$ cat src/hdl/mmce_pkg.sv
// Shared types, constants and byte-wide CRC fold functions for the multi-mode CRC engine.
// No dependencies; imported by mmce_crc_update and multi_mode_crc_engine.
`timescale 1ns / 1ps

package mmce_pkg;

    // algorithm select codes held in the mode register
    typedef enum logic [1:0] {
        MODE_NONE   = 2'd0,
        MODE_CCITT  = 2'd1,
        MODE_MODBUS = 2'd2,
        MODE_CRC32  = 2'd3
    } crc_mode_t;

    localparam int CRC_W  = 32;
    localparam int HALF_W = 16;
    localparam int LEN_W  = 3;
    localparam int BYTE_W = 8;
    localparam int OUT_W  = 40;

    localparam logic [CRC_W-1:0]  INIT_ALL_ONES = 32'hFFFF_FFFF;
    localparam logic [HALF_W-1:0] POLY_CCITT    = 16'h1021;
    localparam logic [HALF_W-1:0] POLY_MODBUS   = 16'hA001;
    localparam logic [CRC_W-1:0]  POLY_CRC32    = 32'hEDB8_8320;

    // crc size in bytes per algorithm
    localparam logic [LEN_W-1:0] LEN_NONE  = 3'd0;
    localparam logic [LEN_W-1:0] LEN_CRC16 = 3'd2;
    localparam logic [LEN_W-1:0] LEN_CRC32 = 3'd4;

    // one finished result
    typedef struct packed {
        logic [LEN_W-1:0] length;
        logic [CRC_W-1:0] value;
    } crc_result_t;

    // msb-first 16-bit fold of one byte
    function automatic logic [HALF_W-1:0] fold_ccitt(input logic [HALF_W-1:0] crc,
                                                     input logic [BYTE_W-1:0] data);
        logic [HALF_W-1:0] c;
        c = crc ^ {data, 8'h00};
        for (int k = 0; k < BYTE_W; k++)
        begin
            if (c[HALF_W-1])
                c = {c[HALF_W-2:0], 1'b0} ^ POLY_CCITT;
            else
                c = {c[HALF_W-2:0], 1'b0};
        end
        return c;
    endfunction

    // reflected 16-bit fold of one byte
    function automatic logic [HALF_W-1:0] fold_modbus(input logic [HALF_W-1:0] crc,
                                                      input logic [BYTE_W-1:0] data);
        logic [HALF_W-1:0] c;
        c = crc ^ {8'h00, data};
        for (int k = 0; k < BYTE_W; k++)
        begin
            if (c[0])
                c = {1'b0, c[HALF_W-1:1]} ^ POLY_MODBUS;
            else
                c = {1'b0, c[HALF_W-1:1]};
        end
        return c;
    endfunction

    // reflected 32-bit fold of one byte
    function automatic logic [CRC_W-1:0] fold_crc32(input logic [CRC_W-1:0] crc,
                                                    input logic [BYTE_W-1:0] data);
        logic [CRC_W-1:0] c;
        c = crc ^ {24'h00_0000, data};
        for (int k = 0; k < BYTE_W; k++)
        begin
            if (c[0])
                c = {1'b0, c[CRC_W-1:1]} ^ POLY_CRC32;
            else
                c = {1'b0, c[CRC_W-1:1]};
        end
        return c;
    endfunction

endpackage

$ cat src/hdl/mmce_crc_update.sv
// Combinational per-byte CRC update and final value formation for all modes.
// Depends on mmce_pkg for mode codes, fold functions and the result struct.
`timescale 1ns / 1ps

module mmce_crc_update (
    input  mmce_pkg::crc_mode_t          mode,
    input  logic [mmce_pkg::CRC_W-1:0]   crc_in,
    input  logic [mmce_pkg::BYTE_W-1:0]  data_byte,
    input  logic                         has_byte,
    input  logic                         last,
    output logic [mmce_pkg::CRC_W-1:0]   crc_next,
    output mmce_pkg::crc_result_t        result
);
    import mmce_pkg::*;

    logic [CRC_W-1:0] folded;

    // fold the byte under the current mode
    always_comb
    begin
        folded = crc_in;
        if (has_byte)
        begin
            unique case (mode)
                MODE_CCITT:  folded = {crc_in[CRC_W-1:HALF_W],
                                       fold_ccitt(crc_in[HALF_W-1:0], data_byte)};
                MODE_MODBUS: folded = {crc_in[CRC_W-1:HALF_W],
                                       fold_modbus(crc_in[HALF_W-1:0], data_byte)};
                MODE_CRC32:  folded = fold_crc32(crc_in, data_byte);
                default:     folded = crc_in;
            endcase
        end
    end

    // final value and size
    always_comb
    begin
        unique case (mode) inside
            MODE_CCITT, MODE_MODBUS:
            begin
                result.value  = {16'h0000, folded[HALF_W-1:0]};
                result.length = LEN_CRC16;
            end
            MODE_CRC32:
            begin
                result.value  = folded ^ INIT_ALL_ONES;
                result.length = LEN_CRC32;
            end
            default:
            begin
                result.value  = '0;
                result.length = LEN_NONE;
            end
        endcase
    end

    // reload after the end of a message
    assign crc_next = last ? INIT_ALL_ONES : folded;

endmodule

$ cat src/hdl/multi_mode_crc_engine.sv
// Top level of the multi-mode CRC engine: stream ports, input and result registers.
// Depends on mmce_pkg and mmce_crc_update.
`timescale 1ns / 1ps
// Path: a request is held in the input register, then folded into the running crc register;
// on a last request its result is loaded into the result register and shown on the master side.
// Throughput: one byte per cycle, set by the combinational eight-bit fold between the
// input register and the running crc register; a stalled result only holds last requests.
// Reset: asynchronous, active low; mode returns to none, running crc to all ones, both
// stages empty.

module multi_mode_crc_engine (
    input  logic                          clk,
    input  logic                          rst_n,
    // configuration: crc_mode
    input  logic                          cfg_wen,
    input  logic [1:0]                    cfg_wdata,
    // slave side
    input  logic                          s_axis_tvalid,
    output logic                          s_axis_tready,
    input  logic [mmce_pkg::BYTE_W-1:0]   s_axis_tdata,   // [7:0] data_byte
    input  logic                          s_axis_tuser,   // [0] has_byte
    input  logic                          s_axis_tlast,   // last
    // master side
    output logic                          m_axis_tvalid,
    input  logic                          m_axis_tready,
    output logic [mmce_pkg::OUT_W-1:0]    m_axis_tdata    // [31:0] crc_value, [34:32] crc_length
);
    import mmce_pkg::*;

    crc_mode_t        mode_reg;
    logic             in_valid_reg;
    logic [BYTE_W-1:0] in_byte_reg;
    logic             in_has_reg;
    logic             in_last_reg;
    logic [CRC_W-1:0] crc_reg;
    logic [CRC_W-1:0] crc_next;
    logic             out_valid_reg;
    logic             out_valid_next;
    crc_result_t      out_data_reg;
    crc_result_t      result;
    logic             advance;
    logic             s_accept;

    // mode register
    always_ff @(posedge clk or negedge rst_n)
    begin
        if (!rst_n)
            mode_reg <= MODE_NONE;
        else if (cfg_wen)
            mode_reg <= crc_mode_t'(cfg_wdata);
    end

    // pipeline control: a last request waits only for a free result register
    assign advance       = in_valid_reg && (!in_last_reg || !out_valid_reg || m_axis_tready);
    assign s_axis_tready = !in_valid_reg || advance;
    assign s_accept      = s_axis_tvalid && s_axis_tready;

    // input register
    always_ff @(posedge clk or negedge rst_n)
    begin
        if (!rst_n)
            in_valid_reg <= 1'b0;
        else if (s_axis_tready)
            in_valid_reg <= s_axis_tvalid;
    end

    always_ff @(posedge clk)
    begin
        if (s_accept)
        begin
            in_byte_reg <= s_axis_tdata;
            in_has_reg  <= s_axis_tuser;
            in_last_reg <= s_axis_tlast;
        end
    end

    // byte fold
    mmce_crc_update u_update (
        .mode      (mode_reg),
        .crc_in    (crc_reg),
        .data_byte (in_byte_reg),
        .has_byte  (in_has_reg),
        .last      (in_last_reg),
        .crc_next  (crc_next),
        .result    (result)
    );

    // running crc
    always_ff @(posedge clk or negedge rst_n)
    begin
        if (!rst_n)
            crc_reg <= INIT_ALL_ONES;
        else if (advance)
            crc_reg <= crc_next;
    end

    // result register
    always_comb
    begin
        out_valid_next = out_valid_reg;
        if (advance && in_last_reg)
            out_valid_next = 1'b1;
        else if (m_axis_tready)
            out_valid_next = 1'b0;
    end

    always_ff @(posedge clk or negedge rst_n)
    begin
        if (!rst_n)
            out_valid_reg <= 1'b0;
        else
            out_valid_reg <= out_valid_next;
    end

    always_ff @(posedge clk)
    begin
        if (advance && in_last_reg)
            out_data_reg <= result;
    end

    assign m_axis_tvalid = out_valid_reg;
    assign m_axis_tdata  = {5'b00000, out_data_reg.length, out_data_reg.value};

    // checks
    a_reload_after_last: assert property (@(posedge clk) disable iff (!rst_n)
        advance && in_last_reg |=> crc_reg == INIT_ALL_ONES)
        else $error("running crc not reloaded after end of message");

    a_bare_keeps_crc: assert property (@(posedge clk) disable iff (!rst_n)
        advance && !in_has_reg && !in_last_reg |=> $stable(crc_reg))
        else $error("bare request changed running crc");

    a_result_from_last: assert property (@(posedge clk) disable iff (!rst_n)
        $rose(m_axis_tvalid) |-> $past(advance && in_last_reg))
        else $error("result shown without a last request");

    a_empty_stage_ready: assert property (@(posedge clk) disable iff (!rst_n)
        !in_valid_reg |-> s_axis_tready)
        else $error("empty input stage not ready");

    a_length_legal: assert property (@(posedge clk) disable iff (!rst_n)
        m_axis_tvalid |-> (out_data_reg.length == LEN_NONE ||
                           out_data_reg.length == LEN_CRC16 ||
                           out_data_reg.length == LEN_CRC32))
        else $error("illegal crc length in result");

endmodule

$ cat config.mk
export PLATFORM = sky130hd
export DESIGN_NAME = multi_mode_crc_engine
export DESIGN_NICKNAME = d
export VERILOG_FILES = /design/src/hdl/mmce_pkg.sv /design/src/hdl/mmce_crc_update.sv /design/src/hdl/multi_mode_crc_engine.sv
export SDC_FILE = /design/constraint.sdc
export NUM_CORES = 1
export LEC_CHECK = 0
export BUFFER_PORTS_ARGS = -buffer_cell sky130_fd_sc_hd__buf_2
export CAP_MARGIN = 5
export CORE_ASPECT_RATIO = 0.6
export CORE_UTILIZATION = 55
export CTS_CLUSTER_SIZE = 25
export DETAILED_ROUTE_END_ITERATION = 7
export PLACE_DENSITY = 0.79
export SLEW_MARGIN = 15
export SYNTH_ARGS = -nofsm -noshare
export SYNTH_HDL_FRONTEND = slang
export SYNTH_SLANG_ARGS = --single-unit
$ cat constraint.sdc
create_clock -name clk -period 3.65 [get_ports clk]
set_input_delay 0.5475 -clock clk [delete_from_list [all_inputs] [get_ports clk]]
set_output_delay 0.5475 -clock clk [all_outputs]
set_load 0.05 [all_outputs]
* After elaboration in Yosys (flattened, before gate mapping)
Index checks and enable logic that the tools add are counted.
W data, S select, Z words.
** Cells by class
- Bitwise logic cells :: 28
- Equality and inequality tests :: 3
- Reductions and logical operators :: 11
- Multiplexer cells :: 72
** Operator list (count)
- $mux W32 :: 24
- $mux W16 :: 36
- $not A13 Y14 :: 8
- $mux W13 :: 8
- $pmux W32 S3 :: 1
- $pmux W35 S2 :: 1
- $not A32 Y32 :: 1
- $xor A32 B8 Y32 :: 1
- $not A2 Y3 :: 8
- $not A3 Y3 :: 8
- $xor A16 B16 Y16 :: 1
- $xor A16 B8 Y16 :: 1
- $eq A2 B2 Y1 const B :: 2
- $logic_and A1 B1 Y1 :: 3
- $logic_not A1 Y1 :: 3
- $logic_or A1 B1 Y1 :: 3
- $eq A2 B1 Y1 const B :: 1
- $mux W1 :: 2
- $reduce_bool A2 Y1 :: 1
- $reduce_or A2 Y1 :: 1
** Word-level totals
- Output and inout port bits :: 42
- Word-level logic and storage cells :: 123
- Input bits :: 17
- Register bits after elaboration :: 81

* Logic depth before layout (Yosys ltp)
- Depth after elaboration :: 35
- Mapped depth :: 9

* Cells and area by module
From an unflattened synthesis, not the netlist that was laid out.
** Second synthesis, totals
- Cell total of the unflattened synthesis :: 554
- Area, all modules :: 5879.4 um^2
** Modules (own cells, without submodules)
- multi_mode_crc_engine :: cells an instance 248, times used 1, area each 3554.7 um^2, seq. area each 2292.2 um^2
- mmce_crc_update :: cells an instance 306, times used 1, area each 2324.7 um^2, seq. area each 0.0 um^2

* Least setup slack after synthesis
OpenSTA, ideal clock, no wires.
- Path type :: reg-to-reg
- Start :: register crc_reg[7]
- End :: register out_data_reg, in the netlist m_axis_tdata[0], data pin
- Period minus slack after synthesis :: 2.746 ns
- Data required time :: 3.390 ns
- Setup time :: 0.260 ns
- Arrival time :: 2.486 ns
- Cell stages (with the launch flop) :: 7
- Path slack :: 0.904 ns
- Path through :: dfstp_2 -> xor2_4 -> xnor3_2 -> xnor3_2 -> mux2_4 -> a21oi_2 -> mux2_4
** RTL lines
- start: declaration :: RTL line multi_mode_crc_engine.sv:35 : logic [CRC_W-1:0] crc_reg;
- start signal: assignment :: RTL line multi_mode_crc_engine.sv:94 : crc_reg <= crc_next;
- end signal: assignment :: RTL line multi_mode_crc_engine.sv:118 : out_data_reg <= result;
- end: declaration :: RTL line multi_mode_crc_engine.sv:39 : crc_result_t out_data_reg;

==> results.sh <==
export IMPL_grt_usage_pct=30.2
export IMPL_netlist_area_sq_mm=0.00492
export IMPL_ir_worst_vdd_mv=0.376
export IMPL_power_leakage_nw=2.29
export IMPL_slowest_stage="dfstp_2"
export IMPL_crit_start="crc_reg[7]$_DFFE_PN1P_"
export IMPL_synth_edff_count=44
export IMPL_path_cells="xor2_4, xnor3_2, xnor3_2, mux2_4, a21oi_2, mux2_4"
export IMPL_rsz0062_at_grt="no"
export IMPL_grt_pass1_wl_mm=19.5
export IMPL_crit_fanout=6
export IMPL_dr_pass1_iters=5
export IMPL_max_stage_delay_ns=0.61
export IMPL_tns_ns=0
export IMPL_clockPowerShare_pct=26.3
export IMPL_drive_gt1_share_pct=30.6
export IMPL_drv_cap=0
export IMPL_path_class="reg -> reg"
export IMPL_setup_violations=0
export IMPL_area_growth_pct=15.3
export IMPL_max_slew_margin_pct=32.7
export IMPL_hold_violations=0
export IMPL_crit_end="m_axis_tdata[0]$_DFFE_PP_"
export IMPL_drc=0
export IMPL_dp_hpwl_mm=9.22
export IMPL_ys_types=48
export IMPL_clk_pin_slew_ns=0.06
export IMPL_start_util_pct=57.3
export IMPL_ys_seq_elements=80
export IMPL_post_dp_cell_area_sq_mm=0.00530
export IMPL_clockBufferDepth=2
export IMPL_share_seq_of_total_power_pct=29.4
export IMPL_final_max_slew_viol_count=0
export IMPL_tritoncts="done"
export IMPL_diodes=0
export IMPL_clock_sinks=80
export IMPL_powerDensity_mw_per_mm2=750
export IMPL_switching_power_mw=1.49
export IMPL_ios=59
export IMPL_nets=497
export IMPL_grt_max_degree=37
export IMPL_antenna_left=0
export IMPL_yosysWarningCount=0
export IMPL_drtIter0Drc=360
export IMPL_period_minus_slack_ns=2.90
export IMPL_fmax_ghz=0.344
export IMPL_setup_slack_ns=0.745
export IMPL_ys_seq_area_share_pct=46.0
export IMPL_reg2reg_from="crc_reg[7]$_DFFE_PN1P_"
export IMPL_status="completed"
export IMPL_endpoint_kind="register"
export IMPL_hold_buffers=0
export IMPL_combinationalPowerShare_pct=44.3
export IMPL_cts_max_level=3
export IMPL_synth_top_cell_area_share_pct=26.9
export IMPL_worstSkewPairLatency_ns=0.34
export IMPL_gp_congestion=0.975
export IMPL_internal_power_mw=2.77
export IMPL_hold_slack_ns=0.336
export IMPL_clock_skew_ns=0.00476
export IMPL_rows=26
export IMPL_viasPerCell=5.90
export IMPL_r2r_slack_ns=0.75
export IMPL_ctsRootBufferMaster="clkbuf_16"
export IMPL_syn_inst=422
export IMPL_dp_slack_ns=0.758
export IMPL_core_area_sq_mm=0.00859
export IMPL_cts_buffers_inserted=9
export IMPL_cp_required_ns=3.75
export IMPL_design_area_sq_mm=0.00567
export IMPL_largest_register_ff_count=34
export IMPL_antenna_found_initial=0
export IMPL_swShare_pct=35.0
export IMPL_finalWirelength_mm=12.9
export IMPL_grt_pass1_vias=3264
export IMPL_synth_top_cell_by_area="edfxtp_1"
export IMPL_r2r_cells=6
export IMPL_postCtsSetupRepairBufs=0
export IMPL_syn_avg_cell_area_sq_um=11.7
export IMPL_r2r_end="m_axis_tdata[0]$_DFFE_PP_"
export IMPL_worstMarginPinSlew_ns=1.01
export IMPL_fp_dieW_um=124
export IMPL_synth_area_top_cells="edfxtp_1 27%, dfstp_2 17%, xnor2_1 9.3%"
export IMPL_die_h_um=75.3
export IMPL_post_cts_resized=0
export IMPL_critPathLaunchType="register"
export IMPL_vias=3493
export IMPL_routedWlPerCell_um=21.8
export IMPL_hp_class="in -> async"
export IMPL_period_share_pct=79.6
export IMPL_synth_flop_cell="edfxtp_1"
export IMPL_async_reset_ff_share_pct=45.0
export IMPL_arrival_ns=3.00
export IMPL_port_buffers=52
export IMPL_final_cell_mix="52 x xnor2_1, 52 x buf_2, 44 x edfxtp_1, 38 x nor2_1, 34 x o21ai_0"
export IMPL_gr_total_overflow=0
export IMPL_die_area_sq_mm=0.00934
## how the worst min path moves through the flow
stage / start / endpoint / slack [ns] / depth (start not counted)
after floorplan: rst_n / in_valid_reg$_DFFE_PN0N_ / 0.25 / 0
final: rst_n / mode_reg[1]$_DFFE_PN0P_ / 0.34 / 1
after global placement: crc_reg[31]$_DFFE_PN1P_ / crc_reg[31]$_DFFE_PN1P_ / 0.48 / 2
after CTS: rst_n / mode_reg[1]$_DFFE_PN0P_ / 0.35 / 1
after detailed placement: crc_reg[31]$_DFFE_PN1P_ / crc_reg[31]$_DFFE_PN1P_ / 0.49 / 2
after global routing: s_axis_tdata[2] / in_byte_reg[2]$_DFFE_PP_ / 0.37 / 1
## Yosys cell counts (2+ instances only)
master,number
o21ai_0,34
o21a_1,5
dfrtp_1,4
edfxtp_1,44
mux2_4,2
nand2b_1,5
xor3_1,3
and2_1,4
o221ai_1,3
inv_1,5
xnor3_1,9
nor2b_1,3
a21oi_1,21
xnor3_2,3
a2bb2oi_1,4
o22a_1,11
xnor2_1,52
a211oi_1,7
xnor2_2,7
nand2_1,26
buf_2,3
ha_1,5
xor2_1,24
buf_4,7
a222oi_1,4
nor2_1,38
clkbuf_1,17
mux2_2,14
buf_1,2
nand3_1,2
a221o_1,2
a221oi_1,5
dfstp_2,32
## through the flow
step | total power, mW | instances | utilization (%)
2_1_floorplan | 2.69 | 427 | -
3_3_place_gp | 3.10 | 576 | 61.8
3_5_place_dp | 3.11 | 576 | 61.8
4_1_cts | 4.26 | 592 | 66.1
5_1_grt | 4.44 | 592 | 66.1
6_report | 4.26 | 592 | 66.1
## layer usage
layer,global-route usage [%],vias up,share of wire (%)
met5,0,-,0
met4,7.94,0,1.1
met3,10.5,16,9.9
met2,40.8,184,41
li1,-,1594,-
met1,45.5,1699,48
## cell type report
cell class              instances  area [sq um]
repair buffers                 67           373
clock inverters                 5           128
multi-input cells             312          2510
flip-flops and latches         80          2260
fillers                       663          2910
inverters                       5          18.8
clock buffers                  11           243
well taps                     112           140
## logic make-up after synthesis
kind of cell	Yosys count	synth area share, %
DFF	80	46.0
other	1	0.0762
xor gates and xnor gates	101	24.5
muxes	16	3.81
adders and majority gates	5	1.27
and+or+nand+nor	82	7.17
AOI/OAI and AO/OA	102	13.8
buffers and inverters	35	3.38
## power groups by stage
stage / combinational [mW] / clock [mW] / sequential (mW)
floorplan: 1.37 / 0 / 1.32
global placement: 1.84 / 0 / 1.26
detailed placement: 1.84 / 0 / 1.27
CTS: 1.87 / 1.13 / 1.25
global route: 2.01 / 1.16 / 1.27
finish: 1.88 / 1.12 / 1.25
## critical path: cells and delay by family, from the launching register on
family | cells | cell delay, ns
xor gates and xnor gates | 3 | 1.26
AOI/OAI and AO/OA | 1 | 0.16
DFF | 1 | 0.61
muxes | 2 | 0.62
Power figures use the tool's default switching activity.
